$ cat src/design/blm_pkg.sv
// Package for the line minimizer: status codes, phase codes, fixed-point helpers.
package blm_pkg;

   localparam int unsigned FractionBitsDefault = 16;
   localparam int unsigned TolBits = 16;

   localparam logic [1:0] STATUS_EVAL  = 2'd0;
   localparam logic [1:0] STATUS_CONV  = 2'd1;
   localparam logic [1:0] STATUS_LIMIT = 2'd2;
   localparam logic [1:0] STATUS_BAD   = 2'd3;

   localparam logic [1:0] PHASE_IDLE  = 2'd0;
   localparam logic [1:0] PHASE_FIRST = 2'd1;
   localparam logic [1:0] PHASE_TRIAL = 2'd2;

   localparam logic CMD_START = 1'b0;
   localparam logic CMD_VALUE = 1'b1;

   localparam logic [1:0] CSR_TOLERANCE = 2'd0;
   localparam logic [1:0] CSR_ITER_LIMIT = 2'd1;

   // Datapath operations, issued one per cycle by the controller.
   localparam logic [4:0] OP_NOP = 5'd0, OP_START = 5'd1, OP_FIRST = 5'd2,
      OP_ABSORB = 5'd3, OP_LIMIT = 5'd4, OP_TOL = 5'd5, OP_CONV = 5'd6,
      OP_PSEL = 5'd7, OP_R = 5'd8, OP_Q = 5'd9, OP_P1 = 5'd10, OP_P2 = 5'd11,
      OP_Q2 = 5'd12, OP_HQE = 5'd13, OP_QA = 5'd14, OP_QB = 5'd15,
      OP_ACC = 5'd16, OP_DIVGO = 5'd17, OP_DIVEND = 5'd18, OP_GOLD1 = 5'd19,
      OP_GOLD2 = 5'd20, OP_FINAL = 5'd21;

   // Saturate a 66-bit signed value to 32 bits.
   function automatic logic signed [31:0] sat32(input logic signed [65:0] v);
      logic signed [65:0] hi;
      logic signed [65:0] lo;
      begin
         hi = 66'sd2147483647;
         lo = -66'sd2147483648;
         if (v > hi) sat32 = 32'sh7fffffff;
         else if (v < lo) sat32 = 32'sh80000000;
         else sat32 = v[31:0];
      end
   endfunction

endpackage

$ cat src/design/blm_control.sv
// Controller of the line minimizer: sequences datapath operations per transfer.
module blm_control (
   input  logic        clock,
   input  logic        reset,
   input  logic        req_accept,
   input  logic        req_command,
   input  logic        flag,
   input  logic        div_busy,
   input  logic        rsp_free,
   output logic [4:0]  op,
   output logic        busy,
   output logic        rsp_load,
   output logic [1:0]  rsp_status
);
   import blm_pkg::*;

   localparam logic [4:0] S_IDLE = 5'd0, S_LIMIT = 5'd1, S_LIMCHK = 5'd2, S_TOL = 5'd3,
      S_CONV = 5'd4, S_CONVCHK = 5'd5, S_PSEL = 5'd6, S_PSELCHK = 5'd7, S_R = 5'd8,
      S_Q = 5'd9, S_P1 = 5'd10, S_P2 = 5'd11, S_Q2 = 5'd12, S_HQE = 5'd13, S_QA = 5'd14,
      S_QB = 5'd15, S_ACC = 5'd16, S_ACCCHK = 5'd17, S_DIVGO = 5'd18, S_DIVW = 5'd19,
      S_DIVEND = 5'd20, S_GOLD1 = 5'd21, S_GOLD2 = 5'd22, S_FINAL = 5'd23,
      S_OUT = 5'd24, S_ABSORB = 5'd25;

   logic [4:0] state_ff, state_in;
   logic [1:0] phase_ff, phase_in;
   logic [1:0] st_ff, st_in;

   always_comb begin
      state_in = state_ff;
      phase_in = phase_ff;
      st_in = st_ff;
      op = OP_NOP;
      rsp_load = 1'b0;
      unique case (state_ff)
         S_IDLE: if (req_accept) begin
            if (req_command == CMD_START) begin
               op = OP_START; phase_in = PHASE_FIRST; st_in = STATUS_EVAL; state_in = S_OUT;
            end else if (phase_ff == PHASE_FIRST) begin
               op = OP_FIRST; state_in = S_LIMIT;
            end else if (phase_ff == PHASE_TRIAL) begin
               op = OP_ABSORB; state_in = S_LIMIT;
            end else begin
               st_in = STATUS_BAD; state_in = S_OUT;
            end
         end
         S_LIMIT:  begin op = OP_LIMIT; state_in = S_LIMCHK; end
         S_LIMCHK: if (flag) begin
            st_in = STATUS_LIMIT; phase_in = PHASE_IDLE; state_in = S_OUT;
         end else state_in = S_TOL;
         S_TOL:    begin op = OP_TOL; state_in = S_CONV; end
         S_CONV:   begin op = OP_CONV; state_in = S_CONVCHK; end
         S_CONVCHK: if (flag) begin
            st_in = STATUS_CONV; phase_in = PHASE_IDLE; state_in = S_OUT;
         end else state_in = S_PSEL;
         S_PSEL:   begin op = OP_PSEL; state_in = S_PSELCHK; end
         S_PSELCHK: state_in = flag ? S_R : S_GOLD1;
         S_R:      begin op = OP_R; state_in = S_Q; end
         S_Q:      begin op = OP_Q; state_in = S_P1; end
         S_P1:     begin op = OP_P1; state_in = S_P2; end
         S_P2:     begin op = OP_P2; state_in = S_Q2; end
         S_Q2:     begin op = OP_Q2; state_in = S_HQE; end
         S_HQE:    begin op = OP_HQE; state_in = S_QA; end
         S_QA:     begin op = OP_QA; state_in = S_QB; end
         S_QB:     begin op = OP_QB; state_in = S_ACC; end
         S_ACC:    begin op = OP_ACC; state_in = S_ACCCHK; end
         S_ACCCHK: state_in = flag ? S_GOLD1 : S_DIVGO;
         S_DIVGO:  begin op = OP_DIVGO; state_in = S_DIVW; end
         S_DIVW:   if (!div_busy) state_in = S_DIVEND;
         S_DIVEND: begin op = OP_DIVEND; state_in = S_FINAL; end
         S_GOLD1:  begin op = OP_GOLD1; state_in = S_GOLD2; end
         S_GOLD2:  begin op = OP_GOLD2; state_in = S_FINAL; end
         S_FINAL:  begin
            op = OP_FINAL; st_in = STATUS_EVAL; phase_in = PHASE_TRIAL; state_in = S_OUT;
         end
         S_OUT: if (rsp_free) begin rsp_load = 1'b1; state_in = S_IDLE; end
         default: state_in = S_IDLE;
      endcase
   end

   always_ff @(posedge clock) begin
      if (reset) begin
         state_ff <= S_IDLE; phase_ff <= PHASE_IDLE; st_ff <= STATUS_EVAL;
      end else begin
         state_ff <= state_in; phase_ff <= phase_in; st_ff <= st_in;
      end
   end

   assign busy = (state_ff != S_IDLE);
   assign rsp_status = st_ff;
endmodule

$ cat config.mk
export PLATFORM = sky130hd
export DESIGN_NAME = blm_control
export DESIGN_NICKNAME = d
export VERILOG_FILES = /design/src/design/blm_pkg.sv /design/src/design/blm_control.sv
export SDC_FILE = /design/constraint.sdc
export NUM_CORES = 1
export LEC_CHECK = 0
export ABC_AREA = 1
export BUFFER_PORTS_ARGS = -buffer_cell sky130_fd_sc_hd__buf_2
export CORE_MARGIN = 1.5
export CORE_UTILIZATION = 50
export DETAILED_ROUTE_END_ITERATION = 8
export GPL_ROUTABILITY_DRIVEN = 0
export PLACE_DENSITY = 0.75
export SLEW_MARGIN = 20
export SYNTH_ARGS = -nofsm -noshare
export SYNTH_HDL_FRONTEND = slang
export SYNTH_SLANG_ARGS = --single-unit
$ cat constraint.sdc
create_clock -name clock -period 1.3 [get_ports clock]
set_input_delay 0.13 -clock clock [delete_from_list [all_inputs] [get_ports clock]]
set_output_delay 0.13 -clock clock [all_outputs]
set_load 0.01 [all_outputs]
==> results by group, run 1 <==
Drt
  • Antenna Nets Post-Route: 0
  • 1st-pass router iterations: 5
  • Final wirelength: 3970 microns
  • Residual DRC: 0
  • Detailed-route vias per instance: roughly 5.7
  • Via count: 1470
  • Initial DRC count: 66
  • WL per Instance: 15.4 microns

Clock tree
  • Number of H-tree levels: 1
  • TritonCTS Sinks: 9
  • Worst skew pair latency: 260 ps
  • CTS tree: yes
  • CTS Buf Count: 3
  • Clk buf depth: 2
  • CTS Hold Bufs: 0
  • Clock-pin slew on the worst setup and hold paths: 70 ps
  • Clock root cell: clkbuf_4

Global routing
  • Global Route Usage Sum: 32.3%
  • Congestion Overflow GR: 0
  • Initial antenna violation count: 0
  • Number of global-route vias before repair: 1365
  • First-pass GRT wire length: 5960 microns
  • Largest net degree at the start of global routing: 9

Synth
  • Register area share after synthesis: 17.4%
  • Syn avg cell area: 5.97 sq um
  • Yosys cell types: 32
  • Syn nets: 183
  • Post-Syn Area: 1030 sq um
  • Mapped Cells: 173
  • Yosys reg bits: 9
  • Yosys warning count: 0

Pwr
  • Pleak: between 0.8 and 0.9 nW
  • Peak VDD IR: 0.00156 V
  • Pwr per Cell Area: 2170 nW/um^2
  • Final Total Pwr: 3.56 mW

Timing
  • Hold Vio Cnt, Final: 0
  • Max_slew headroom: 84.4%
  • Period minus WS final: 1690 ps
  • Slew @ Worst Pin: between 200 and 250 ps
  • Final setup violation count: 15
  • Fin crit share: 130%
  • Final WS setup: -391 ps
  • RSZ-0062 raised after global routing: true
  • Skew final: around 5.0 ps
  • Peak Freq: 591 MHz
  • Slew Viols, Final: 0

Placement
  • # port buffers: 15
  • Placed cell count: 242
  • Place WS: -185 ps
  • Post-DP HPWL: around 2500 microns

Cells and area
  • Filler instances: 125
  • Area Overhead vs Synth: 59.1%
  • N_diodes: 0
  • Final net count: 241
  • Layout cells sized above 1: 49.6%
  • Final Non-Filler Cells: roughly 260
  • Post-Route Utilization: 83.8%

Die
  • Starting Density: 52.7%
  • Core Area: just under 2000 sq um
  • Die X: 48.5 microns
  • Die height: a little under 50 microns
  • Ports: 16
  • Die Footprint: 2350 sq um
  • Num rows: 16

Outcome
  • Violated checks: setup timing
  • Status: finished, violations left

Setup path
  • Crit path max fanout: 7
  • Startpoint types: flip-flop
  • WS Path Type: flip-flop to output pin
  • Crit path required time: 1170 ps
  • Critical Path AT: 1560 ps
  • Critical Path Sink Type: output pin

Min path
  • Hold/Removal Path Class: primary input to flip-flop

Flow run
  • Total of max-cap violations: 0
[worst max-delay path: stages, from the launching register on]
cell and delay, ps:
dfxtp_4 380, inv_4 80, nor2_8 50, buf_4 140, nand2_1 140, nand4_1 130
a21oi_1 140, nand3_1 90, buf_2 140
[cells by family after synthesis]
kind of cell / synth area share (%)
DFF: 17.4
buffers and inverters: 11.3
AOI/OAI and AO/OA: 15.4
and+or+nand+nor: 52.3
adders and majority gates: 3.63
[synthesized netlist by cell type]
library cell  count  area (sq um)
or2_2             1          6.26
nor2_2            1          6.26
nand3_1          19          95.1
nand4_1           5          31.3
clkbuf_1          1          3.75
ha_1              3          37.5
inv_1            20          75.1
and3_1            1          6.26
o2111ai_1         1          8.76
dfxtp_1           9           180
o211ai_1          3          22.5
nand2_4           1          11.3
a21oi_1           9          45.0
a21boi_1          1          7.51
nor3_2            1          10.0
nand2_1          39           146
o21ai_1           3          15.0
inv_4             1          6.26
buf_6             1          11.3
nand3b_1          1          7.51
a2bb2oi_1         1          8.76
nor2_1           24          90.1
o21ai_0           5          25.0
o22ai_1           3          18.8
nor3_1            1          5.00
o21bai_1          1          7.51
buf_2             1          5.00
inv_2             4          15.0
nand2_2           5          31.3
nand3_2           2          20.0
nor2_4            3          33.8
nor2_8            2          40.0
[metal layers]
metal	GRT usage [%]	wire length (microns)	up-vias
li1	-	-	685
met1	39.8	1570	654
met2	56.3	1890	104
met3	4.63	352	27
met4	13.8	154	0
met5	0	0	-
[final timing paths]
| path | depth (start not counted) | startpoint | slack, ps | to |
|---|---|---|---|---|
| max reg2reg | 10 | state_ff[1] | -210 | state_ff[2] |
| min | 2 | reset | 110 | phase_ff[1] |
| min reg2reg | 2 | phase_ff[0] | 480 | phase_ff[0] |
| max | 8 | state_ff[2] | -390 | op[0] |
[cell type report]
type	instances	area (sq um)	area share, %
timing repair buffer	56	409	24.9
sequential	9	201	12.3
tap	27	33.8	2.05
inverter	25	104	6.32
clock buffer	4	26.3	1.60
multi-input combinational	136	870	52.9
[sequential cells by signal (all words and copies together), names as in the netlist]
register and cells:
phase_ff 2, state_ff 5, rsp_status 2
[power by group]
group	switching, mW	internal [mW]	total, mW
Sequential	0.168	0.396	0.563
Combinational	1.49	1.28	2.77
Clock	0.108	0.119	0.227
[layout by cell type, fill, tap and decap left out, types with 7 or more instances in the layout]
| cell | instances |
|---|---|
| buf_4 | 38 |
| nand2_1 | 34 |
| nor2_1 | 19 |
| inv_1 | 14 |
| nand3_1 | 14 |
| buf_2 | 14 |
| a21oi_1 | 9 |
| nor2_4 | 8 |
| nand2_2 | 8 |
| inv_2 | 7 |
[timing repair]
item | 4_1_cts | 5_1_grt
endpoints found under the setup margin | 15 | 15
gates cloned | 0 | 0
gates resized for setup | 30 | 15
buffers inserted | 8 | 3
pin swaps | 11 | 14
[per-stage QoR]
stage	area, sq um	setup TNS (ps)	hold WS, ps
2_1_floorplan	1070	0	192
3_3_place_gp	1400	-1070	387
3_5_place_dp	1400	-1710	395
4_1_cts	1560	-2370	111
5_1_grt	1640	-3920	117
6_report	1640	-2960	114
No activity file was read; power rests on OpenSTA's default activity.
==> run 2: changes to the inputs <==
- PLACE_DENSITY: 0.75 -> 0.8
==> run 2 against run 1 <==
Effect of this change:
- the run still ends with setup timing left
- critical path depth decreased by 1
- clock power about the same
- core utilization increased by 10 points
- sequential power decreased by 0.7%
- largest power group unchanged
==> results by group, run 2 (synthesis results as in run 1) <==
Pwr
  • Peak VDD IR: 0.00206 V (+32%)
  • Pwr per Cell Area: 2360 nW/um^2 (+9.0%)
  • Final Total Pwr: 4.36 mW (+23%)
  • Pleak: 0.925 nW (+11%)

Drt
  • Initial DRC count: 138 (+110%)
  • Via count: 1721 (+17%)
  • Detailed-route vias per instance: 6.42 (+12%)
  • Final wirelength: 5660 microns (+43%)
  • Residual DRC: 0 (unchanged)
  • WL per Instance: 21.1 microns (+37%)
  • Antenna Nets Post-Route: 0 (unchanged)
  • 1st-pass router iterations: 5 (unchanged)

Die
  • Die height: 48.5 microns (unchanged)
  • Die X: 48.5 microns (unchanged)
  • Num rows: 16 (unchanged)
  • Die Footprint: 2350 sq um (unchanged)
  • Core Area: 1960 sq um (unchanged)
  • Ports: 16 (unchanged)
  • Starting Density: 52.7% (unchanged)

Clock tree
  • Number of H-tree levels: 1 (unchanged)
  • CTS Buf Count: 3 (unchanged)
  • TritonCTS Sinks: 9 (unchanged)
  • CTS tree: yes
  • Clk buf depth: 2 (unchanged)
  • Clock-pin slew on the worst setup and hold paths: 60 ps (about the same)
  • Worst skew pair latency: 270 ps (about the same)
  • Clock root cell: clkbuf_4

Timing
  • Final setup violation count: 15 (unchanged)
  • Hold Vio Cnt, Final: 0 (unchanged)
  • Slew Viols, Final: 0 (unchanged)
  • Slew @ Worst Pin: 285 ps (+53.0 ps)
  • Max_slew headroom: 80.8% (-3.6 points)
  • Setup TNS Final: -4050 ps (-1090 ps)
  • Peak Freq: 568 MHz (-4.0%)
  • RSZ-0062 raised after global routing: true
  • Skew final: 1.96 ps (-3.02 ps)
  • Period minus WS final: 1760 ps (+70.8 ps)
  • Fin crit share: 136% (+5.4 points)
  • Final WS setup: -462 ps (-70.8 ps)

Global routing
  • Initial antenna violation count: 0 (unchanged)
  • Global Route Usage Sum: 37.9% (+5.5 points)
  • Largest net degree at the start of global routing: 8 (-1)
  • Congestion Overflow GR: 0 (unchanged)
  • First-pass GRT wire length: 7000 microns (+17%)
  • Number of global-route vias before repair: 1539 (+13%)

Cells and area
  • Filler instances: 58 (-54%)
  • Final net count: 252 (+4.6%)
  • Area Overhead vs Synth: 78.8%
  • N_diodes: 0 (unchanged)
  • Most frequent cells in the layout: buf_4, nand2_1, buf_6
  • Commonest non-fill, non-tap cell in the layout: buf_4
  • Final Non-Filler Cells: 268 (+4.3%)
  • Layout cells sized above 1: 59.3% (+9.8 points)
  • Most flop-heavy register: state_ff
  • Max reg flops: 5 (unchanged)

Setup path
  • CP bufs+invs: 3 (unchanged)
  • R2r startpoint: state_ff[3]
  • Startpoint types: flip-flop
  • Slowest stage cell on the critical path: dfxtp_4
  • CP Cell Sequence: inv_4 -> nor2_8 -> inv_2 -> o22ai_1 -> o21ai_1 -> o2111ai_2 -> buf_2
  • Crit path max-delay family: compound AO/OA/AOI/OAI gates
  • Critical Path AT: 1630 ps (+70 ps)
  • Critical Path Sink Type: output pin
  • Crit path largest cell delay: 410 ps (+30 ps)
  • Crit path required time: 1170 ps (about the same)
  • CP startpoint: state_ff[2]
  • WS Path Type: flip-flop to output pin
  • Crit path max fanout: 7 (unchanged)

Min path
  • Hold Path Origin: reset
  • Hold/Removal Path Class: primary input to flip-flop

Placement
  • Placed cell count: 247 (+2.1%)
  • # port buffers: 15 (unchanged)
  • Place WS: -277 ps (-91.8 ps)
  • Post-DP HPWL: 2610 microns (+5.3%)

Outcome
  • Status: finished, violations left
  • Violated checks: setup timing

Flow run
  • Total of max-cap violations: 0 (unchanged)
-- run 2: cell types whose count changed in the layout (fill, tap and decap cells not counted), sizes merged --
cell  previous run  this run
buf             56        67
-- run 2: metal layers --
| metal | global-route usage (%) | vias to the layer above | routed length, microns |
|---|---|---|---|
| met1 | 48.0 | 753 | 1970 |
| met2 | 61.6 | 197 | 2440 |
| met4 | 22.9 | 0 | 511 |
| met5 | 0 | - | 0 |
| li1 | - | 706 | - |
| met3 | 4.63 | 65 | 746 |
-- run 2: area by class of cell --
type                            instances  area (sq um)  area share, %
Sequential cell                         9           200           10.8
Multi-Input combinational cell        136           953           51.6
Timing Repair Buffer                   67           531           28.7
Clock buffer                            4          26.3           1.42
Inverter                               25           104           5.62
Tap cell                               27          33.8           1.83
-- run 2: path summary, 6_finish.rpt --
kind / end / slack [ps] / depth (start not counted)
worst max-delay path: op[2] / -460 / 7
worst min-delay path: state_ff[3] / 120 / 2
worst max register to register: rsp_status[0] / -290 / 10
worst min register to register: rsp_status[0] / 510 / 2
-- run 2: where the power goes --
| part | switching (mW) | leakage [nW] | internal, mW |
|---|---|---|---|
| combinational | 1.98 | 0.832 | 1.60 |
| clock | 0.110 | 0.0150 | 0.119 |
| sequential | 0.164 | 0.0777 | 0.396 |
| total | 2.25 | 0.925 | 2.11 |
-- run 2: what timing repair did --
action / in CTS / in global routing
resized for setup: 43 / 41
hold buffers: 0 / 0
buffers inserted: 12 / 5
pin swaps: 13 / 17
endpoints found under the setup margin: 15 / 16
-- run 2: stage by stage --
stage,hold WS [ps],cell area [sq um],util (%)
floorplan,192,1070,-
global placement,383,1420,72.4
detailed placement,387,1420,72.4
CTS,102,1660,84.6
global route,118,1850,94.2
finish,117,1850,94.2
